<file path="config.mk">
export PLATFORM = sky130hd
export DESIGN_NAME = lagged_subtract_borrow_rng
export DESIGN_NICKNAME = d
export VERILOG_FILES = /design/src/design/lsbr_pkg.sv /design/src/design/lagged_subtract_borrow_rng.sv /design/src/design/lsbr_ctrl.sv /design/src/design/lsbr_dp.sv
export SDC_FILE = /design/constraint.sdc
export NUM_CORES = 2
export LEC_CHECK = 0
export CORE_ASPECT_RATIO = 1.75
export CORE_MARGIN = 2
export CORE_UTILIZATION = 50
export DETAILED_ROUTE_END_ITERATION = 7
export DONT_BUFFER_PORTS = 1
export GPL_TIMING_DRIVEN = 0
export PLACE_DENSITY_LB_ADDON = 0.3
export SLEW_MARGIN = 20
export SYNTH_ARGS = -nofsm -noshare
export SYNTH_HDL_FRONTEND = slang
export SYNTH_SLANG_ARGS = --single-unit
export TNS_END_PERCENT = 100
</file>
<file path="constraint.sdc">
create_clock -name clk_i -period 19.3 [get_ports clk_i]
set_clock_uncertainty 0.05 [all_clocks]
set_input_delay 1.93 -clock clk_i [delete_from_list [all_inputs] [get_ports clk_i]]
set_output_delay 1.93 -clock clk_i [all_outputs]
set_load 0.05 [all_outputs]
</file>
<file path="src/design/lsbr_pkg.sv">
`default_nettype none
// ----------------------------------------------------------------------------
// lsbr_pkg
// Shared types and constants of the lagged subtract-with-borrow generator.
// ----------------------------------------------------------------------------
package lsbr_pkg;

  localparam logic OP_SEED = 1'b0;
  localparam logic OP_DRAW = 1'b1;

  localparam logic [2:0] LUX_LEVEL0 = 3'd0;
  localparam logic [2:0] LUX_LEVEL1 = 3'd1;
  localparam logic [2:0] LUX_LEVEL2 = 3'd2;
  localparam logic [2:0] LUX_LEVEL3 = 3'd3;
  localparam logic [2:0] LUX_LEVEL4 = 3'd4;

  localparam int SKIP_W = 9;

  localparam logic [31:0] LCG_Q = 32'd53668;
  localparam logic [31:0] LCG_A = 32'd40014;
  localparam logic [31:0] LCG_R = 32'd12211;
  localparam logic [30:0] LCG_RECIP = 31'((64'd1 << 44) / 64'd13417 + 64'd1);

  typedef struct packed {
    logic seed_load;
    logic seed_write;
    logic step_write;
    logic save_word;
    logic finish;
  } cmd_t;

  typedef struct packed {
    logic seed_last;
  } stat_t;

  function automatic logic [SKIP_W-1:0] skip_count(input logic [2:0] level);
    logic [SKIP_W-1:0] n;
    case (level)
      LUX_LEVEL0: n = 9'd0;
      LUX_LEVEL1: n = 9'd24;
      LUX_LEVEL2: n = 9'd73;
      LUX_LEVEL3: n = 9'd199;
      LUX_LEVEL4: n = 9'd365;
      default:    n = 9'd199;
    endcase
    return n;
  endfunction

endpackage
`default_nettype wire

</file>
<file path="src/design/lagged_subtract_borrow_rng.sv">
`default_nettype none
// ----------------------------------------------------------------------------
// lagged_subtract_borrow_rng
// Subtract-with-borrow generator over a lag table with luxury discarding.
// ----------------------------------------------------------------------------
// Draw: busy for one table step, any discarded steps, LOW_RD and finish (a
// table step is a registered read and a write); done_o pulses in the cycle
// in which busy is first low. Level 1 discards 24 steps every LAG_WORDS-1 draws.
// Seed: each word passes the LCG pipeline states DIV, MOD, MUL, then WR.
// Results cannot be stalled. After reset the table reads as zero through
// per-word valid flags, so no clearing pass is needed.
module lagged_subtract_borrow_rng #(
  parameter int LAG_WORDS = 32
) (
  input  wire logic        clk_i,
  input  wire logic        rst_ni,
  input  wire logic        start_i,
  output logic             busy_o,
  input  wire logic        operation_i,
  input  wire logic [31:0] seed_value_i,
  input  wire logic        luxury_level_we_i,
  input  wire logic [2:0]  luxury_level_i,
  output logic [63:0]      random_fraction_o,
  output logic             done_o
);
  import lsbr_pkg::*;

  cmd_t  cmd;
  stat_t stat;

  lsbr_ctrl #(.LAG_WORDS(LAG_WORDS)) u_ctrl (
    .clk_i             (clk_i),
    .rst_ni            (rst_ni),
    .start_i           (start_i),
    .operation_i       (operation_i),
    .luxury_level_we_i (luxury_level_we_i),
    .luxury_level_i    (luxury_level_i),
    .stat_i            (stat),
    .cmd_o             (cmd),
    .busy_o            (busy_o)
  );

  lsbr_dp #(.LAG_WORDS(LAG_WORDS)) u_dp (
    .clk_i             (clk_i),
    .rst_ni            (rst_ni),
    .seed_value_i      (seed_value_i),
    .cmd_i             (cmd),
    .stat_o            (stat),
    .random_fraction_o (random_fraction_o),
    .done_o            (done_o)
  );

endmodule
`default_nettype wire

</file>
<file path="src/design/lsbr_ctrl.sv">
`default_nettype none
// ----------------------------------------------------------------------------
// lsbr_ctrl
// Sequencer for seeding, table steps, discarded steps and result hand-off.
// ----------------------------------------------------------------------------
module lsbr_ctrl #(
  parameter int LAG_WORDS = 32
) (
  input  wire logic          clk_i,
  input  wire logic          rst_ni,
  input  wire logic          start_i,
  input  wire logic          operation_i,
  input  wire logic          luxury_level_we_i,
  input  wire logic [2:0]    luxury_level_i,
  input  wire lsbr_pkg::stat_t stat_i,
  output lsbr_pkg::cmd_t     cmd_o,
  output logic               busy_o
);
  import lsbr_pkg::*;

  localparam int CNT_W = $clog2(LAG_WORDS);
  localparam logic [CNT_W-1:0] CNT_LAST = CNT_W'(LAG_WORDS - 2);

  localparam logic [2:0] ST_IDLE     = 3'd0;
  localparam logic [2:0] ST_SEED_DIV = 3'd1;
  localparam logic [2:0] ST_SEED_MOD = 3'd2;
  localparam logic [2:0] ST_SEED_MUL = 3'd3;
  localparam logic [2:0] ST_SEED_WR  = 3'd4;
  localparam logic [2:0] ST_STEP_RD  = 3'd5;
  localparam logic [2:0] ST_STEP_WR  = 3'd6;
  localparam logic [2:0] ST_LOW_RD   = 3'd7;

  logic [2:0]        state_q, state_d;
  logic              is_draw_q, is_draw_d;
  logic              finish_q, finish_d;
  logic [CNT_W-1:0]  draw_cnt_q, draw_cnt_d;
  logic [SKIP_W-1:0] skips_q, skips_d;
  logic [2:0]        lux_q;
  logic              accept;

  assign accept = start_i && !busy_o;
  assign busy_o = (state_q != ST_IDLE) || finish_q;

  always_comb begin
    state_d    = state_q;
    is_draw_d  = is_draw_q;
    draw_cnt_d = draw_cnt_q;
    skips_d    = skips_q;
    finish_d   = 1'b0;
    cmd_o      = '0;
    case (state_q)
      ST_IDLE: begin
        if (accept) begin
          if (operation_i == OP_SEED) begin
            cmd_o.seed_load = 1'b1;
            state_d         = ST_SEED_DIV;
          end else begin
            is_draw_d = 1'b1;
            state_d   = ST_STEP_RD;
          end
        end
      end
      ST_SEED_DIV: state_d = ST_SEED_MOD;
      ST_SEED_MOD: state_d = ST_SEED_MUL;
      ST_SEED_MUL: state_d = ST_SEED_WR;
      ST_SEED_WR: begin
        cmd_o.seed_write = 1'b1;
        state_d = stat_i.seed_last ? ST_IDLE : ST_SEED_DIV;
      end
      ST_STEP_RD: state_d = ST_STEP_WR;
      ST_STEP_WR: begin
        cmd_o.step_write = 1'b1;
        cmd_o.save_word  = is_draw_q;
        is_draw_d        = 1'b0;
        if (is_draw_q) begin
          if (draw_cnt_q == CNT_LAST) begin
            draw_cnt_d = '0;
            skips_d    = skip_count(lux_q);
            state_d    = (skip_count(lux_q) != '0) ? ST_STEP_RD : ST_LOW_RD;
          end else begin
            draw_cnt_d = draw_cnt_q + 1'b1;
            state_d    = ST_LOW_RD;
          end
        end else begin
          skips_d = skips_q - 1'b1;
          state_d = (skips_q == SKIP_W'(1)) ? ST_LOW_RD : ST_STEP_RD;
        end
      end
      ST_LOW_RD: begin
        finish_d = 1'b1;
        state_d  = ST_IDLE;
      end
      default: state_d = ST_IDLE;
    endcase
    if (finish_q) begin
      cmd_o.finish = 1'b1;
    end
  end

  always_ff @(posedge clk_i or negedge rst_ni) begin
    if (!rst_ni) begin
      state_q    <= ST_IDLE;
      is_draw_q  <= 1'b0;
      finish_q   <= 1'b0;
      draw_cnt_q <= '0;
      skips_q    <= '0;
      lux_q      <= LUX_LEVEL1;
    end else begin
      state_q    <= state_d;
      is_draw_q  <= is_draw_d;
      finish_q   <= finish_d;
      draw_cnt_q <= draw_cnt_d;
      skips_q    <= skips_d;
      if (luxury_level_we_i) begin
        lux_q <= luxury_level_i;
      end
    end
  end

  a_accept_busy: assert property (@(posedge clk_i) disable iff (!rst_ni)
    accept |=> busy_o)
    else $error("accepted transaction did not raise busy");

  a_finish_idle: assert property (@(posedge clk_i) disable iff (!rst_ni)
    cmd_o.finish |-> (state_q == ST_IDLE))
    else $error("finish issued outside idle");

  a_seed_end: assert property (@(posedge clk_i) disable iff (!rst_ni)
    (cmd_o.seed_write && stat_i.seed_last) |=> (state_q == ST_IDLE))
    else $error("seeding did not end after the last word");

  a_draw_cnt: assert property (@(posedge clk_i) disable iff (!rst_ni)
    draw_cnt_q <= CNT_LAST)
    else $error("draw counter out of range");

endmodule
`default_nettype wire

</file>
<file path="src/design/lsbr_dp.sv">
`default_nettype none
// ----------------------------------------------------------------------------
// lsbr_dp
// Lag table, indices, borrow, seeding LCG pipeline and result register.
// ----------------------------------------------------------------------------
module lsbr_dp #(
  parameter int LAG_WORDS = 32
) (
  input  wire logic          clk_i,
  input  wire logic          rst_ni,
  input  wire logic [31:0]   seed_value_i,
  input  wire lsbr_pkg::cmd_t cmd_i,
  output lsbr_pkg::stat_t    stat_o,
  output logic [63:0]        random_fraction_o,
  output logic               done_o
);
  import lsbr_pkg::*;

  localparam int IDX_W = $clog2(LAG_WORDS);
  localparam logic [IDX_W-1:0] LAST_IDX   = IDX_W'(LAG_WORDS - 1);
  localparam logic [IDX_W-1:0] FIRST_RST  = IDX_W'(24 % LAG_WORDS);
  localparam logic [IDX_W-1:0] SECOND_RST = IDX_W'(10 % LAG_WORDS);

  logic [31:0]          mem_q [LAG_WORDS];
  logic [LAG_WORDS-1:0] valid_q;
  logic [31:0]          rd_a_q, rd_b_q;
  logic                 va_q, vb_q;
  logic [IDX_W-1:0]     first_q, second_q, seed_idx_q;
  logic                 borrow_q;
  logic [31:0]          word_q;
  logic [63:0]          res_q;
  logic                 done_q;

  logic [31:0] s_q;
  logic [60:0] p_q, p_d;
  logic [16:0] k_q, k_d;
  logic [15:0] rem_q, rem_d;
  logic [31:0] m1_q, m1_d, m2_q, m2_d;
  logic [31:0] km, s_new;

  logic [31:0]      a_word, b_word, r_word, low_word;
  logic [32:0]      sub, diff;
  logic [63:0]      frac;
  logic             wr_en;
  logic [IDX_W-1:0] wr_addr;
  logic [31:0]      wr_data;

  assign p_d   = 61'(s_q[31:2]) * 61'(LCG_RECIP);
  assign k_d   = p_q[60:44];
  assign km    = 32'(k_d) * LCG_Q;
  assign rem_d = 16'(s_q - km);
  assign m1_d  = 32'(rem_q) * LCG_A;
  assign m2_d  = 32'(k_q) * LCG_R;
  assign s_new = m1_q - m2_q;

  assign a_word = va_q ? rd_a_q : 32'd0;
  assign b_word = vb_q ? rd_b_q : 32'd0;
  assign sub    = {1'b0, b_word} + {32'd0, borrow_q};
  assign diff   = {1'b0, a_word} - sub;
  assign r_word = diff[31:0];

  assign low_word = (word_q[31:16] == 16'd0) ? a_word : 32'd0;
  assign frac     = ({word_q, low_word} == 64'd0) ? 64'd1 : {word_q, low_word};

  assign wr_en   = cmd_i.seed_write || cmd_i.step_write;
  assign wr_addr = cmd_i.seed_write ? seed_idx_q : first_q;
  assign wr_data = cmd_i.seed_write ? s_new : r_word;

  assign stat_o.seed_last  = (seed_idx_q == LAST_IDX);
  assign random_fraction_o = res_q;
  assign done_o            = done_q;

  always_ff @(posedge clk_i) begin
    if (wr_en) begin
      mem_q[wr_addr] <= wr_data;
    end
    rd_a_q <= mem_q[second_q];
    rd_b_q <= mem_q[first_q];
  end

  always_ff @(posedge clk_i) begin
    p_q   <= p_d;
    k_q   <= k_d;
    rem_q <= rem_d;
    m1_q  <= m1_d;
    m2_q  <= m2_d;
    if (cmd_i.seed_load) begin
      s_q <= seed_value_i;
    end else if (cmd_i.seed_write) begin
      s_q <= s_new;
    end
    if (cmd_i.save_word) begin
      word_q <= r_word;
    end
    if (cmd_i.finish) begin
      res_q <= frac;
    end
  end

  always_ff @(posedge clk_i or negedge rst_ni) begin
    if (!rst_ni) begin
      valid_q    <= '0;
      va_q       <= 1'b0;
      vb_q       <= 1'b0;
      first_q    <= FIRST_RST;
      second_q   <= SECOND_RST;
      seed_idx_q <= '0;
      borrow_q   <= 1'b0;
      done_q     <= 1'b0;
    end else begin
      va_q   <= valid_q[second_q];
      vb_q   <= valid_q[first_q];
      done_q <= cmd_i.finish;
      if (wr_en) begin
        valid_q[wr_addr] <= 1'b1;
      end
      if (cmd_i.seed_load) begin
        seed_idx_q <= '0;
      end else if (cmd_i.seed_write) begin
        seed_idx_q <= seed_idx_q + 1'b1;
        if (seed_idx_q == LAST_IDX) begin
          first_q  <= LAST_IDX;
          second_q <= SECOND_RST;
          borrow_q <= (s_new == 32'd0);
        end
      end
      if (cmd_i.step_write) begin
        first_q  <= (first_q == '0) ? LAST_IDX : first_q - 1'b1;
        second_q <= (second_q == '0) ? LAST_IDX : second_q - 1'b1;
        borrow_q <= diff[32];
      end
    end
  end

  a_done_pulse: assert property (@(posedge clk_i) disable iff (!rst_ni)
    done_q |=> !done_q)
    else $error("result strobe held longer than one cycle");

  a_nonzero: assert property (@(posedge clk_i) disable iff (!rst_ni)
    done_q |-> (res_q != 64'd0))
    else $error("zero fraction delivered");

  a_write_excl: assert property (@(posedge clk_i) disable iff (!rst_ni)
    cmd_i.step_write |-> (!cmd_i.seed_write && !cmd_i.seed_load))
    else $error("table step overlaps seeding");

endmodule
`default_nettype wire
</file>
Yosys cells after proc, flatten, opt, wreduce, memory -nomap -nowiden. Memories as Yosys holds them, arrays and structs flattened. A register that Yosys moved wholly into a read port is not among the register bits. Index checks and enable logic that the tools add are counted.

Add/subtract/negate cells: 9. Multiply operators: 4. $lt $le $gt $ge: 4. Equality and inequality tests: 17. Mux-type cells: 55. Bitwise logic cells: 1. Reduce and logical (&&, ||, !) cells: 22.

Operator list (count): $mux 32 (6); $mux 5 (14); $logic_not 64->1 (1); $mul 30x29->59 const B (1); $mux 9 (4); $pmux 9 s4 (1); $add 32x1->33 (1); $sub 32x33->33 (1); $logic_not 32->1 (1); $or 32x32->32 (1); $sub 32x31->32 (1); $mul 16x15->31 const B (1); $mul 17x14->31 const B (1); $pmux 3 s8 (1); $lt 5x6->1 const B (3); $mux 1 (18); $mul 17x14->14 const B (1); $logic_not 16->1 (1); $sub 16x16->16 (1); $eq 3x3->1 const B (5); $mux 3 (4); $add 5x1->5 const B (2); $bmux 1 s5 (2); $eq 5x5->1 const B (2); other kinds (21) (38).

Register bits: 355. Memory bits (writable): 1024. Bits of input ports: 40. Output and inout port bits: 66. Word-level logic and storage cells: 135. Memories kept: 1.

Memories: u_dp.mem_q (words 32, bits a word 32, read ports 2, clocked after memory_dff 2, wr ports 1, line lsbr_dp.sv:24) `logic [31:0] mem_q [LAG_WORDS];`.

Longest topological paths before layout.
Depth in word-level cells: 10. Depth in mapped cells: 27. Gate-level depth less buffers: 27.

Modules after synthesis. From an unflattened synthesis, not the netlist that was laid out.

Cells, all modules: 5719. Area total of the unflattened synthesis: 86030.0 um^2.

By module, submodules not included: lsbr_dp (times used 1, cells each 5570, area each 84690.0 um^2, sequential area each 39397.8 um^2); lsbr_ctrl (times used 1, cells each 149, area each 1340.0 um^2, sequential area each 551.8 um^2).

Least setup slack after synthesis. OpenSTA, ideal clock, no wires.

Kind: reg2reg. From: register u_dp.s_q[12]. To: register u_dp.p_q[53]. Library setup time: 0.072 ns. Data arrival time: 6.658 ns. Data required time: 19.178 ns. Path slack: 12.520 ns. Stages on the path, launching flop included: 26. Path buffers: 0. Clock period less this slack: 6.780 ns. Cells stage by stage: edfxtp_1 inv_1 fa_1 inv_1 fa_1 fa_1 ha_1 inv_1 fa_1 inv_1 fa_1 fa_1 inv_1 fa_1 inv_1 ha_1 a21oi_1 o221ai_1 a211oi_1 o21bai_1 a2111oi_2 o21bai_1 a2111oi_2 o31ai_1 a21oi_1 xnor2_1.

Cells in the longest elaborated chain, start to end: 1.

Ends and longest elaborated chain: start, declared (line lsbr_dp.sv:34) `logic [31:0] s_q;`; start signal, assigned (line lsbr_dp.sv:88) `s_q <= seed_value_i;`; start signal, assigned (line lsbr_dp.sv:90) `s_q <= s_new;`; $mul 30x29->59 (line lsbr_dp.sv:48) `assign p_d = 61'(s_q[31:2]) * 61'(LCG_RECIP);`; net u_dp.p_d[53] (line lsbr_dp.sv:35) `logic [60:0] p_q, p_d;`; end signal, assigned (line lsbr_dp.sv:82) `p_q <= p_d;`; end, declared (line lsbr_dp.sv:35).

The timed path passes the listed nets, and every way through them passes these cells. A chain may end at the register's enable or synchronous reset.

Final worst setup path.
From: register u_dp.s_q[14]. To: register u_dp.p_q[56].

The elaborated chain is that of the path after synthesis.

==> flow_summary.json <==
{
  "synth_top_cell_area_share_pct": 40.1,
  "synth_cells": 5814,
  "ios": 106,
  "min_period_over_period_pct": 44.8,
  "critPathArrivalTime_ns": 9.25,
  "h-tree-depth": 4,
  "grt_max_degree": 74,
  "vias_per_cell": 6.43,
  "fin_area_um2": 95900,
  "clk_latency_ns": 0.81,
  "synth_edf_count": 1152,
  "hold_ws_ns": 0.277,
  "path_clk_slew_ns": 0.06,
  "drv_slew": 0,
  "place_hpwl_mm": 212,
  "cp.required_ns": 19.90,
  "fp.dieW_um": 318,
  "synth_flop_cell": "edfxtp_1",
  "finalSetupTns_ns": 0,
  "postCtsHoldBufs": 0,
  "grt_pass1_vias": 57800,
  "coreArea_um2": 172000,
  "drv_cap": 0,
  "vias": 53900,
  "syn_area_per_cell_um2": 14.8,
  "tritoncts": "done",
  "clock_sinks": 1401,
  "root_buffer": "clkbuf_16",
  "fin_nets": 7252,
  "wl_per_cell_um": 33.3,
  "num_rows": 201,
  "antenna_found_initial": 21,
  "start_util_pct": 50.3,
  "place_congestion": 0.976,
  "synth.largest_area_cell": "edfxtp_1",
  "fillerInstances": 13400,
  "place_area_um2": 91500,
  "portBuffers": 0,
  "cp-end-kind": "flip-flop",
  "routed_wl_mm": 279,
  "cts_setup_buffers": 0,
  "area_delta_synth_final_pct": 11.1,
  "setup_viol_count_final": 0,
  "seq_area_frac_synth_pct": 46.3,
  "track_usage_pct": 32.3,
  "synth_area_leaders": "edfxtp_1 (40%), mux4_2 (17%), fa_1 (11%)",
  "cp_max_fo": 6,
  "die_h_um": 554,
  "worstMarginPinSlew_ns": 1.30,
  "cts_buffers": 134,
  "status": "finished, final reports clean",
  "clk_path_buf_depth": 3,
  "grt_pass1_wl_mm": 399,
  "fmax_mhz": 116,
  "min_path_type": "reg2reg",
  "rsz0062_at_grt": "false",
  "firstDrtPassIters": 8,
  "drtIter0Drc": 6211,
  "drive_gt1_share_pct": 19.9,
  "yosys_warnings": 0,
  "die_area_um2": 176000,
  "maxSlewHeadroom_pct": 13.4,
  "fin_crit_ns": 8.65,
  "route.detailed.drc": 0,
  "cts_resized": 0,
  "ant_nets": 0,
  "syn_nets": 7033,
  "grt_overflow": 0,
  "syn_area_um2": 86300,
  "path_class": "reg2reg",
  "finalHoldViolCount": 0,
  "yosysUniqueCellTypes": 99,
  "async_flop_share_pct": 5.21,
  "ys_ff_latch": 1401,
  "cp-start-kind": "flip-flop"
}
-- cell type report --
type / count / area (um2) / share of cell area (%)
diodes: 7 / 17.5 / 0.0183
plain buffers: 237 / 997 / 1.04
clock buffers: 181 / 3650 / 3.81
clock inverters: 60 / 757 / 0.789
inverters: 822 / 3090 / 3.22
multi-input cells: 3354 / 42900 / 44.7
flip-flops and latches: 1401 / 40000 / 41.7
well taps: 2233 / 2790 / 2.91
repair buffers: 83 / 1750 / 1.82
-- critical path, cell delays in order (launching register included) --
cell	delay (ns)
edfxtp_1	0.77
inv_1	0.32
fa_1	0.55
inv_1	0.13
fa_1	0.47
fa_1	0.45
ha_1	0.29
inv_1	0.05
fa_1	0.50
inv_1	0.05
fa_1	0.49
fa_1	0.52
inv_1	0.06
fa_1	0.47
inv_1	0.04
ha_1	0.30
nand3_1	0.09
o221ai_1	0.12
a211oi_1	0.33
o21bai_1	0.13
a2111oi_2	0.93
nor2_1	0.26
a21oi_1	0.49
o21ai_0	0.25
a211oi_1	0.27
nor2_1	0.07
-- kinds of logic (layout without fill, tap and decap cells) --
logic type,Yosys count,after routing,synth area share [%]
buffers and inverters,1059,1383,4.63
other,0,7,0
AND/OR/NAND/NOR,750,750,4.19
XOR/XNOR,136,136,1.38
adder cells (fa/ha/maj),1180,1180,21.1
AO/OA/AOI/OAI,550,550,4.17
flip-flops,1401,1401,46.3
multiplexers,738,738,18.2
-- stage by stage --
| stage | setup slack (ns) | util (%) | cells |
|---|---|---|---|
| floorplan | 12.52 | - | 5814 |
| global placement | 10.77 | 52.0 | 8047 |
| detailed placement | 10.72 | 53.3 | 8130 |
| CTS | 10.63 | 55.9 | 8371 |
| global route | 10.24 | 55.9 | 8372 |
| finish | 10.65 | 55.9 | 8378 |
-- synthesized netlist by cell type, types with 8 or more instances --
cell / number
edfxtp_1: 1152
xnor2_1: 88
nor2_1: 203
xor2_1: 48
or2_2: 42
a21oi_1: 152
o211ai_1: 12
o21a_1: 14
o21ai_0: 136
a211oi_1: 16
nand3_1: 43
fa_1: 463
a21o_1: 62
inv_1: 821
mux2_2: 75
nor3_1: 49
a31oi_1: 20
clkbuf_1: 165
o31ai_1: 11
o41ai_1: 11
or3_1: 12
buf_2: 8
dfrtp_1: 68
and2_1: 43
buf_1: 63
nand2b_1: 20
nand2_1: 225
mux4_2: 660
nor4_1: 15
ha_1: 716
dfxtp_1: 176
o21bai_1: 19
nand4_1: 25
and3_1: 16
nor2b_1: 20
-- cell usage in the layout, fill, tap and decap left out, drive strengths merged, types with 15 or more instances in the layout --
| cell type | Yosys | routed |
|---|---|---|
| a21o | 62 | 62 |
| a211oi | 18 | 18 |
| mux4 | 660 | 660 |
| dfxtp | 176 | 176 |
| and3 | 16 | 16 |
| nand2 | 225 | 225 |
| a21oi | 153 | 153 |
| dfrtp | 68 | 68 |
| clkinv | 1 | 41 |
| xnor2 | 88 | 88 |
| o21bai | 19 | 19 |
| clkbuf | 165 | 359 |
| fa | 463 | 463 |
| nand2b | 21 | 21 |
| inv | 821 | 827 |
| and2 | 43 | 43 |
| nand4 | 26 | 26 |
| o211ai | 15 | 15 |
| a31oi | 21 | 21 |
| mux2 | 75 | 75 |
| nor3 | 50 | 50 |
| nor2b | 20 | 20 |
| buf | 72 | 142 |
| o21ai | 144 | 144 |
| or2 | 43 | 43 |
| nand3 | 44 | 44 |
| edfxtp | 1152 | 1152 |
| ha | 716 | 716 |
| nor2 | 203 | 203 |
| xor2 | 48 | 48 |
| nor4 | 15 | 15 |
-- state kept, by name, summed over array words and instances, names as in the netlist, 9 cells and up --
signal                  flops
u_dp.m1_q                  31
u_dp.valid_q               32
u_dp.rd_a_q                32
u_dp.mem_q               1024
u_dp.k_q                   17
u_dp.rd_b_q                32
u_dp.rem_q                 16
u_dp.random_fraction_o     64
u_dp.p_q                   17
u_dp.word_q                32
u_dp.s_q                   32
u_dp.m2_q                  31
u_ctrl.skips_q              9
-- path summary, 6_finish.rpt --
path	startpoint	end	slack, ns	cells after the start
setup / recovery	u_dp.s_q[14]$_DFFE_PP_	u_dp.p_q[56]$_DFF_P_	10.65	25
hold / removal	u_dp.p_q[58]$_DFF_P_	u_dp.k_q[14]$_DFF_P_	0.28	0
setup reg to reg	u_dp.s_q[14]$_DFFE_PP_	u_dp.p_q[56]$_DFF_P_	10.65	25
min in group asynchronous	rst_ni	u_ctrl.lux_q[1]$_DFFE_PN0P_	0.78	0
max in group asynchronous	rst_ni	u_dp.done_o$_DFF_PN0_	18.09	0
hold reg to reg	u_dp.p_q[58]$_DFF_P_	u_dp.k_q[14]$_DFF_P_	0.28	0
-- layer usage --
layer	global-route usage [%]	vias to the layer above	wire length (um)
li1	-	22000	-
met3	7.01	1083	24700
met1	33.4	27600	84700
met2	55.4	3176	140000
met4	28.1	16	30200
met5	0	-	102
Power is not shown: default switching activity piles up to over one toggle a cycle in this logic, so the estimate is an artifact.
